===== src/button_debounce_long_press_core_assert.svh =====
// assertion macros for the button debounce core
`ifndef BUTTON_DEBOUNCE_LONG_PRESS_CORE_ASSERT_SVH
`define BUTTON_DEBOUNCE_LONG_PRESS_CORE_ASSERT_SVH
`ifndef SYNTHESIS
`define BDLP_ASSERT(lbl, prop, msg) \
	lbl: assert property (@(posedge clk) disable iff (!arst_n) prop) else $error(msg);
`define BDLP_ASSERT_ALWAYS(lbl, prop, msg) \
	lbl: assert property (@(posedge clk) prop) else $error(msg);
`else
`define BDLP_ASSERT(lbl, prop, msg)
`define BDLP_ASSERT_ALWAYS(lbl, prop, msg)
`endif
`endif


===== src/bdlp_pkg.sv =====
// shared types and constants for the button debounce core
package bdlp_pkg;

	localparam int IN_BUTTONS = 4;
	localparam int NUM_PAIRS  = 6;
	localparam int TIME_W     = 32;
	localparam int CFG_W      = 16;
	localparam int CFG_IDX_W  = 2;

	localparam logic [CFG_IDX_W-1:0] CFG_DEBOUNCE   = 2'd0;
	localparam logic [CFG_IDX_W-1:0] CFG_LONG_PRESS = 2'd1;
	localparam logic [CFG_IDX_W-1:0] CFG_EXTRA_LONG = 2'd2;

	localparam logic [CFG_W-1:0] DEBOUNCE_RST   = 16'd50;
	localparam logic [CFG_W-1:0] LONG_PRESS_RST = 16'd1000;
	localparam logic [CFG_W-1:0] EXTRA_LONG_RST = 16'd3000;

	// per-button events of one sample
	typedef struct packed {
		logic pressed;
		logic released;
		logic long_fire;
		logic xlong_fire;
	} bdlp_evt_t;

endpackage


===== src/bdlp_lane.sv =====
// one button lane: debounce, press timing and long press detection
module bdlp_lane (
	input  logic                          clk,
	input  logic                          arst_n,
	input  logic                          accept,
	input  logic                          raw,
	input  logic [bdlp_pkg::TIME_W-1:0]   now_ms,
	input  logic [bdlp_pkg::CFG_W-1:0]    debounce_ms,
	input  logic [bdlp_pkg::CFG_W-1:0]    long_thr,
	input  logic [bdlp_pkg::CFG_W-1:0]    xlong_thr,
	output logic                          level_q,
	output logic [bdlp_pkg::TIME_W-1:0]   start_q,
	output bdlp_pkg::bdlp_evt_t           evt_s1
);
	import bdlp_pkg::*;

	logic [TIME_W-1:0] last_q;
	logic              long_q;
	logic              xlong_q;
	logic [TIME_W-1:0] since_chg;
	logic [TIME_W-1:0] held_for;
	logic              chg;
	logic              press;
	logic              level_n;
	logic              lp;
	logic              xl;

	assign since_chg = now_ms - last_q;
	assign held_for  = now_ms - start_q;
	assign chg       = (raw != level_q) && (since_chg > {16'd0, debounce_ms});
	assign press     = chg && raw;
	assign level_n   = chg ? raw : level_q;
	// a fresh press has zero hold time, so it never fires in its own sample
	assign lp = level_n && !press && !long_q && (held_for > {16'd0, long_thr});
	assign xl = level_n && !press && !xlong_q && (held_for > {16'd0, xlong_thr});

	always_ff @(posedge clk or negedge arst_n) begin
		if (!arst_n) begin
			level_q <= 1'b0;
			last_q  <= '0;
			start_q <= '0;
			long_q  <= 1'b0;
			xlong_q <= 1'b0;
			evt_s1  <= '0;
		end else if (accept) begin
			level_q <= level_n;
			if (chg) begin
				last_q <= now_ms;
			end
			if (press) begin
				start_q <= now_ms;
				long_q  <= 1'b0;
				xlong_q <= 1'b0;
			end else begin
				long_q  <= long_q | lp;
				xlong_q <= xlong_q | xl;
			end
			evt_s1.pressed    <= press;
			evt_s1.released   <= chg && !raw;
			evt_s1.long_fire  <= lp;
			evt_s1.xlong_fire <= xl;
		end
	end

endmodule


===== src/bdlp_merge.sv =====
// merge stage: pair combos, output masks and the output register
module bdlp_merge #(
	parameter int NUM_BUTTONS = 4
) (
	input  logic                                    clk,
	input  logic                                    arst_n,
	input  logic                                    s1_valid,
	input  logic [bdlp_pkg::TIME_W-1:0]             now_s1,
	input  logic [bdlp_pkg::CFG_W-1:0]              xlong_thr,
	input  logic [NUM_BUTTONS-1:0]                  level,
	input  logic [NUM_BUTTONS-1:0][bdlp_pkg::TIME_W-1:0] start,
	input  bdlp_pkg::bdlp_evt_t [NUM_BUTTONS-1:0]   evt,
	input  logic                                    result_stall,
	output logic                                    advance,
	output logic                                    result_valid,
	output logic [bdlp_pkg::IN_BUTTONS-1:0]         held_mask,
	output logic [bdlp_pkg::IN_BUTTONS-1:0]         just_pressed_mask,
	output logic [bdlp_pkg::IN_BUTTONS-1:0]         just_released_mask,
	output logic [bdlp_pkg::IN_BUTTONS-1:0]         long_press_mask,
	output logic [bdlp_pkg::IN_BUTTONS-1:0]         extra_long_mask,
	output logic [bdlp_pkg::NUM_PAIRS-1:0]          combo_long_mask
);
	import bdlp_pkg::*;

	logic [IN_BUTTONS-1:0] held_n;
	logic [IN_BUTTONS-1:0] jp_n;
	logic [IN_BUTTONS-1:0] jr_n;
	logic [IN_BUTTONS-1:0] lp_n;
	logic [IN_BUTTONS-1:0] xl_n;
	logic [NUM_PAIRS-1:0]  combo_n;

	always_comb begin
		held_n = '0;
		jp_n   = '0;
		jr_n   = '0;
		lp_n   = '0;
		xl_n   = '0;
		for (int i = 0; i < IN_BUTTONS; i++) begin
			if (i < NUM_BUTTONS) begin
				held_n[i] = level[i];
				jp_n[i]   = evt[i].pressed;
				jr_n[i]   = evt[i].released;
				lp_n[i]   = evt[i].long_fire;
				xl_n[i]   = evt[i].xlong_fire;
			end
		end
	end

	// pairs numbered in order 01,02,..; only the first NUM_PAIRS (six) fit the mask
	always_comb begin : combo_calc
		int p;
		logic [TIME_W-1:0] later;
		p     = 0;
		later = '0;
		combo_n = '0;
		for (int b = 0; b < NUM_BUTTONS; b++) begin
			for (int c = b + 1; c < NUM_BUTTONS; c++) begin
				if (p < NUM_PAIRS) begin
					later = (start[b] > start[c]) ? start[b] : start[c];
					combo_n[p[2:0]] = level[b] && level[c] &&
						((now_s1 - later) > {16'd0, xlong_thr});
				end
				p = p + 1;
			end
		end
	end

	assign advance = !result_valid || !result_stall;

	always_ff @(posedge clk or negedge arst_n) begin
		if (!arst_n) begin
			result_valid <= 1'b0;
		end else if (advance) begin
			result_valid <= s1_valid;
		end
	end

	always_ff @(posedge clk) begin
		if (advance && s1_valid) begin
			held_mask          <= held_n;
			just_pressed_mask  <= jp_n;
			just_released_mask <= jr_n;
			long_press_mask    <= lp_n;
			extra_long_mask    <= xl_n;
			combo_long_mask    <= combo_n;
		end
	end

endmodule


===== src/button_debounce_long_press_core.sv =====
// top level of the four button debouncer with long press and pair combos
// Usage:
//  - sample channel: sample_valid/sample_stall carry raw_levels and now_ms,
//    one word per cycle; a word is taken when valid is high and stall is low
//  - result channel: result_valid/result_stall carry the six masks, one
//    result word for every sample word, in order
//  - config channel: cfg_valid/cfg_ready, cfg_index 0 debounce, 1 long press,
//    2 extra long press; other indexes are ignored; cfg_ready is always high;
//    write only while no sample is in flight
//  - path: a sample word is registered in the lane stage and then in the
//    output register, where it waits while result_stall is high
//  - throughput: one sample per cycle while sample_stall is low; the per-button
//    state update in the lanes finishes within the accepting cycle, which sets that figure
//  - stall: the lane stage holds one word and the output register one more;
//    sample_stall rises only when both are full and result_stall is high
//  - reset: all buttons released, times zero, thresholds 50, 1000, 3000 ms,
//    both stages empty
`include "button_debounce_long_press_core_assert.svh"
module button_debounce_long_press_core #(
	parameter int NUM_BUTTONS = 4
) (
	input  logic                              clk,
	input  logic                              arst_n,
	input  logic                              sample_valid,
	output logic                              sample_stall,
	input  logic [bdlp_pkg::IN_BUTTONS-1:0]   raw_levels,
	input  logic [bdlp_pkg::TIME_W-1:0]       now_ms,
	output logic                              result_valid,
	input  logic                              result_stall,
	output logic [bdlp_pkg::IN_BUTTONS-1:0]   held_mask,
	output logic [bdlp_pkg::IN_BUTTONS-1:0]   just_pressed_mask,
	output logic [bdlp_pkg::IN_BUTTONS-1:0]   just_released_mask,
	output logic [bdlp_pkg::IN_BUTTONS-1:0]   long_press_mask,
	output logic [bdlp_pkg::IN_BUTTONS-1:0]   extra_long_mask,
	output logic [bdlp_pkg::NUM_PAIRS-1:0]    combo_long_mask,
	input  logic                              cfg_valid,
	output logic                              cfg_ready,
	input  logic [bdlp_pkg::CFG_IDX_W-1:0]    cfg_index,
	input  logic [bdlp_pkg::CFG_W-1:0]        cfg_data
);
	import bdlp_pkg::*;

	logic [CFG_W-1:0]  debounce_q;
	logic [CFG_W-1:0]  long_press_q;
	logic [CFG_W-1:0]  extra_long_q;
	logic              valid_s1;
	logic [TIME_W-1:0] now_s1;
	logic              accept;
	logic              advance;

	logic [NUM_BUTTONS-1:0]             level;
	logic [NUM_BUTTONS-1:0][TIME_W-1:0] start;
	bdlp_evt_t [NUM_BUTTONS-1:0]        evt;

	assign cfg_ready    = 1'b1;
	assign sample_stall = valid_s1 && !advance;
	assign accept       = sample_valid && !sample_stall;

	always_ff @(posedge clk or negedge arst_n) begin
		if (!arst_n) begin
			debounce_q   <= DEBOUNCE_RST;
			long_press_q <= LONG_PRESS_RST;
			extra_long_q <= EXTRA_LONG_RST;
		end else if (cfg_valid && cfg_ready) begin
			case (cfg_index)
				CFG_DEBOUNCE:   debounce_q   <= cfg_data;
				CFG_LONG_PRESS: long_press_q <= cfg_data;
				CFG_EXTRA_LONG: extra_long_q <= cfg_data;
				default: ;
			endcase
		end
	end

	// lane state already holds the post-update values of the word in s1
	always_ff @(posedge clk or negedge arst_n) begin
		if (!arst_n) begin
			valid_s1 <= 1'b0;
		end else if (accept) begin
			valid_s1 <= 1'b1;
		end else if (advance) begin
			valid_s1 <= 1'b0;
		end
	end

	always_ff @(posedge clk) begin
		if (accept) begin
			now_s1 <= now_ms;
		end
	end

	for (genvar g = 0; g < NUM_BUTTONS; g++) begin : g_lane
		logic raw_bit;
		if (g < IN_BUTTONS) begin : g_pin
			assign raw_bit = raw_levels[g];
		end else begin : g_nopin
			assign raw_bit = 1'b0;
		end
		bdlp_lane u_lane (
			.clk         (clk),
			.arst_n      (arst_n),
			.accept      (accept),
			.raw         (raw_bit),
			.now_ms      (now_ms),
			.debounce_ms (debounce_q),
			.long_thr    (long_press_q),
			.xlong_thr   (extra_long_q),
			.level_q     (level[g]),
			.start_q     (start[g]),
			.evt_s1      (evt[g])
		);
	end

	bdlp_merge #(
		.NUM_BUTTONS (NUM_BUTTONS)
	) u_merge (
		.clk                 (clk),
		.arst_n              (arst_n),
		.s1_valid            (valid_s1),
		.now_s1              (now_s1),
		.xlong_thr           (extra_long_q),
		.level               (level),
		.start               (start),
		.evt                 (evt),
		.result_stall        (result_stall),
		.advance             (advance),
		.result_valid        (result_valid),
		.held_mask           (held_mask),
		.just_pressed_mask   (just_pressed_mask),
		.just_released_mask  (just_released_mask),
		.long_press_mask     (long_press_mask),
		.extra_long_mask     (extra_long_mask),
		.combo_long_mask     (combo_long_mask)
	);

	`BDLP_ASSERT(a_stall_only_when_full, sample_stall |-> (valid_s1 && result_valid && result_stall), "sample stalled with room in the pipeline")
	`BDLP_ASSERT(a_press_release_disjoint, result_valid |-> ((just_pressed_mask & just_released_mask) == '0), "press and release in one word")
	`BDLP_ASSERT(a_press_is_held, result_valid |-> ((just_pressed_mask & ~held_mask) == '0), "press reported for a released button")
	`BDLP_ASSERT(a_long_is_held, result_valid |-> (((long_press_mask | extra_long_mask) & ~held_mask) == '0), "long press on a released button")
	`BDLP_ASSERT(a_s1_drains, (valid_s1 && !result_valid) |=> result_valid, "lane stage word not moved to the output")

endmodule


===== config.mk =====
export PLATFORM = sky130hd
export DESIGN_NAME = button_debounce_long_press_core
export DESIGN_NICKNAME = d
export VERILOG_FILES = /design/src/bdlp_pkg.sv /design/src/bdlp_lane.sv /design/src/bdlp_merge.sv /design/src/button_debounce_long_press_core.sv
export VERILOG_INCLUDE_DIRS = /design/src /design/src/src
export SDC_FILE = /design/constraint.sdc
export NUM_CORES = 2
export LEC_CHECK = 0
export BUFFER_PORTS_ARGS = -buffer_cell sky130_fd_sc_hd__buf_2
export CORE_ASPECT_RATIO = 0.8
export CORE_MARGIN = 5
export CORE_UTILIZATION = 49
export CTS_CLUSTER_DIAMETER = 150
export DETAILED_ROUTE_END_ITERATION = 16
export PLACE_DENSITY = 0.77
export SYNTH_ARGS = -nofsm -noshare
export SYNTH_HDL_FRONTEND = slang
export SYNTH_SLANG_ARGS = --single-unit

===== constraint.sdc =====
create_clock -name clk -period 8.5 [get_ports clk]
set_input_delay 1.275 -clock clk [delete_from_list [all_inputs] [get_ports clk]]
set_output_delay 1.275 -clock clk [all_outputs]
set_load 0.1 [all_outputs]

==> results_dict.tcl <==
set metrics [dict create \
    run_status "finished clean" \
    clk_pin_slew_ns 0.07 \
    ff2ff_path_depth 31 \
    cts_max_level 2 \
    whs_path_depth 0 \
    slowest_delay_ns 0.58 \
    start_util_pct 49.2 \
    worst_pin_slew_ns 1.19 \
    r2r-start "g_lane[2].u_lane.start_q[12]" \
    placed_cells 7705 \
    rsz0062_at_grt "no" \
    layout_commonest_cell "ha_1" \
    via_count 51000 \
    min_path_type "reg -> reg" \
    synth-edff-count 58 \
    grt_max_degree 127 \
    cp-start-kind "flip-flop" \
    core_region_area_um2 106000 \
    crit_top_cell "nor2_1" \
    finalCriticalPeriod_ns 8.19 \
    slew_viol_final 0 \
    cp.arrival_ns 8.52 \
    cap_violations 0 \
    firstDrtPassIters 6 \
    antenna_found_initial 1 \
    use_met2_pct 50.6 \
    cts_buffers 48 \
    busiest_layer "met2" \
    fmax_mhz 122 \
    cts_setup_buffers 0 \
    slowest_stage "buf_4" \
    peakVddDrop_v 0.000229 \
    synthDistinctLibCells 109 \
    power-per-cell-area_nw_per_um2 423 \
    yosys_warnings 0 \
    nets 7325 \
    cts_tree "done" \
    drt_iter0_markers 5622 \
    p_leak_uw 0.0260 \
    wl_per_cell_um 24.3 \
    routed_wl_um 190000 \
    n_fill_cell 9911 \
    fp.dieW_um 375 \
    hold_ws_ns 0.449 \
    grt_use_met1_pct 43.0 \
    routed_via_density 6.54 \
    totalPowerFinal_uw 23900 \
    synthCells 6255 \
    synth-seq-cells 392 \
    place_congestion 1.02 \
    grtUsageMet3_pct 5.90 \
    clockBufferDepth 3 \
    die_area_um2 113000 \
    synth.cell_area_um2 52200 \
    clk_latency_ns 0.63 \
    fp-row-count 107 \
    synth_fp_nets 7242 \
    syn_to_final_growth_pct 7.88 \
    r2r-end "u_merge.combo_long_mask[1]" \
    grt_pass1_wl_um 285000 \
    hold_violations 0 \
    hold_end "u_merge.just_pressed_mask[1]" \
    finalNonFillerCells 7795 \
    final_cell_mix "ha_1 (914), a21oi_1 (641), nor2_1 (455)" \
    critical_path_class "reg -> reg" \
    cp_max_fo 32 \
    r2r_slack_ns 0.31 \
    setup_slack_ns 0.312 \
    synth_area_per_cell_um2 8.35 \
    cp-end-kind "flip-flop" \
    setup_viol 0 \
    port_buffers 86 \
    clock_skew_ns 0.0291 \
    track_usage_pct 32.1 \
    dominantRegCellSynth "dfrtp_1" \
    post_cts_resized 0 \
    yosysSeqAreaShare_pct 19.4 \
    worstHoldStart "g_lane[1].u_lane.evt_s1[3]" \
    die_y_um 302 \
    ioPinCount 88 \
    cts-root-buf "clkbuf_16" \
    place_hpwl_um 152000 \
    drtAntennaViolNets 0 \
    cts.sinks 392 \
    drc 0 \
    gr-total-overflow 0 \
    pre_cts_ws_ns 0.230 \
    ctsHoldBuffers 0 \
    diodes 0 \
    synth-async-reset-ratio_pct 85.2 \
    finalCritPeriodShare_pct 96.3 \
    slew_headroom_pct 18.3 \
    cp_data_required_time_ns 8.83 \
    drive_above_1_share_pct 7.86 \
    tns_ns 0 \
    grt_pass1_vias 48500 \
]
## flip-flops by register name (all words and copies together) (netlist names)
name	count
u_merge.just_released_mask	4
extra_long_q	16
u_merge.held_mask	4
debounce_q	16
now_s1	32
long_press_q	16
u_merge.just_pressed_mask	4
g_lane.u_lane.level_q	4
u_merge.result_valid	1
g_lane.u_lane.long_q	4
u_merge.long_press_mask	4
u_merge.combo_long_mask	6
g_lane.u_lane.last_q	128
g_lane.u_lane.evt_s1	16
g_lane.u_lane.xlong_q	4
valid_s1	1
u_merge.extra_long_mask	4
g_lane.u_lane.start_q	128
## synth_stat cells (31+ instances only)
library cell / number / area, µm²
o21a_1: 109 / 818
nor2_1: 455 / 1710
a31oi_1: 66 / 413
a21oi_1: 643 / 3220
o31ai_1: 31 / 233
nor3_1: 108 / 541
nand3_1: 123 / 616
nor4_1: 47 / 294
dfrtp_1: 318 / 7960
nand2_1: 357 / 1340
nand4_1: 169 / 1060
a211oi_1: 86 / 646
mux2_2: 129 / 1450
edfxtp_1: 58 / 1740
ha_1: 914 / 11400
mux2i_1: 132 / 1320
nor2b_1: 95 / 594
o21bai_1: 68 / 510
xor2_1: 89 / 780
clkbuf_1: 115 / 432
xnor2_1: 170 / 1490
or3_1: 36 / 225
o211ai_1: 61 / 458
mux2_1: 169 / 1900
a21o_1: 250 / 1880
nand2b_1: 91 / 569
o21ai_0: 327 / 1640
and3_1: 50 / 313
inv_1: 449 / 1690
## metrics by stage
step                      area, µm²  utilization, %
after floorplan               52200               -
after global placement        54600            51.4
after detailed placement      54600            51.4
after CTS                     56300            53.0
after global routing          56300            53.1
final                         56300            53.1
## report_power, final
part	switching (µW)	internal, µW
logic	11300	7350
clock network	934	1350
registers	567	2400
## final cells by class
cell class / instances / area [µm²] / share of cell area, %
repair buffers: 184 / 1200 / 2.14
inverters: 449 / 1690 / 2.99
well taps: 1417 / 1770 / 3.15
multi-input cells: 5263 / 39800 / 70.7
clock inverters: 30 / 405 / 0.720
clock buffers: 60 / 1310 / 2.32
flip-flops and latches: 392 / 10100 / 18.0
## cell families (layout without fill, tap and decap cells)
kind of cell	count (synthesis)	after routing	share of synthesized area [%]
adders and majority gates	928	928	22.4
xor gates and xnor gates	259	259	4.34
buffers and inverters	600	723	4.51
and+or+nand+nor	1669	1669	16.0
other	1	1	0.00718
DFF	392	392	19.4
muxes	431	431	8.99
AOI/OAI and AO/OA	1975	1975	24.3
## metal layers
layer	wire [µm]	up-vias
li1	-	23600
met3	18000	429
met4	9830	0
met1	79800	24500
met5	0	-
met2	82100	2451
## worst max-delay path by stage
stage | cells past startpoint | from | to | slack (ns)
floorplan | 32 | g_lane[2].u_lane.start_q[5] | u_merge.combo_long_mask[1] | 2.20
global placement | 31 | g_lane[2].u_lane.start_q[1] | u_merge.combo_long_mask[1] | 0.20
detailed placement | 32 | g_lane[2].u_lane.start_q[1] | u_merge.combo_long_mask[1] | 0.23
CTS | 32 | g_lane[2].u_lane.start_q[1] | u_merge.combo_long_mask[1] | 0.20
global route | 29 | g_lane[1].u_lane.start_q[25] | u_merge.combo_long_mask[0] | 0.00006
finish | 31 | g_lane[2].u_lane.start_q[12] | u_merge.combo_long_mask[1] | 0.31
## critical path: cells and delay by family, from the launching register on
family                   cells  cell delay (ns)
AO/OA/AOI/OAI               13             2.62
flip-flops                   1             0.45
adder cells (fa/ha/maj)      3             0.95
AND/OR/NAND/NOR             10             2.40
multiplexers                 1             0.41
buffers and inverters        3             0.90
XOR/XNOR                     1             0.14
Note: power is estimated with default switching activity, not from simulation.
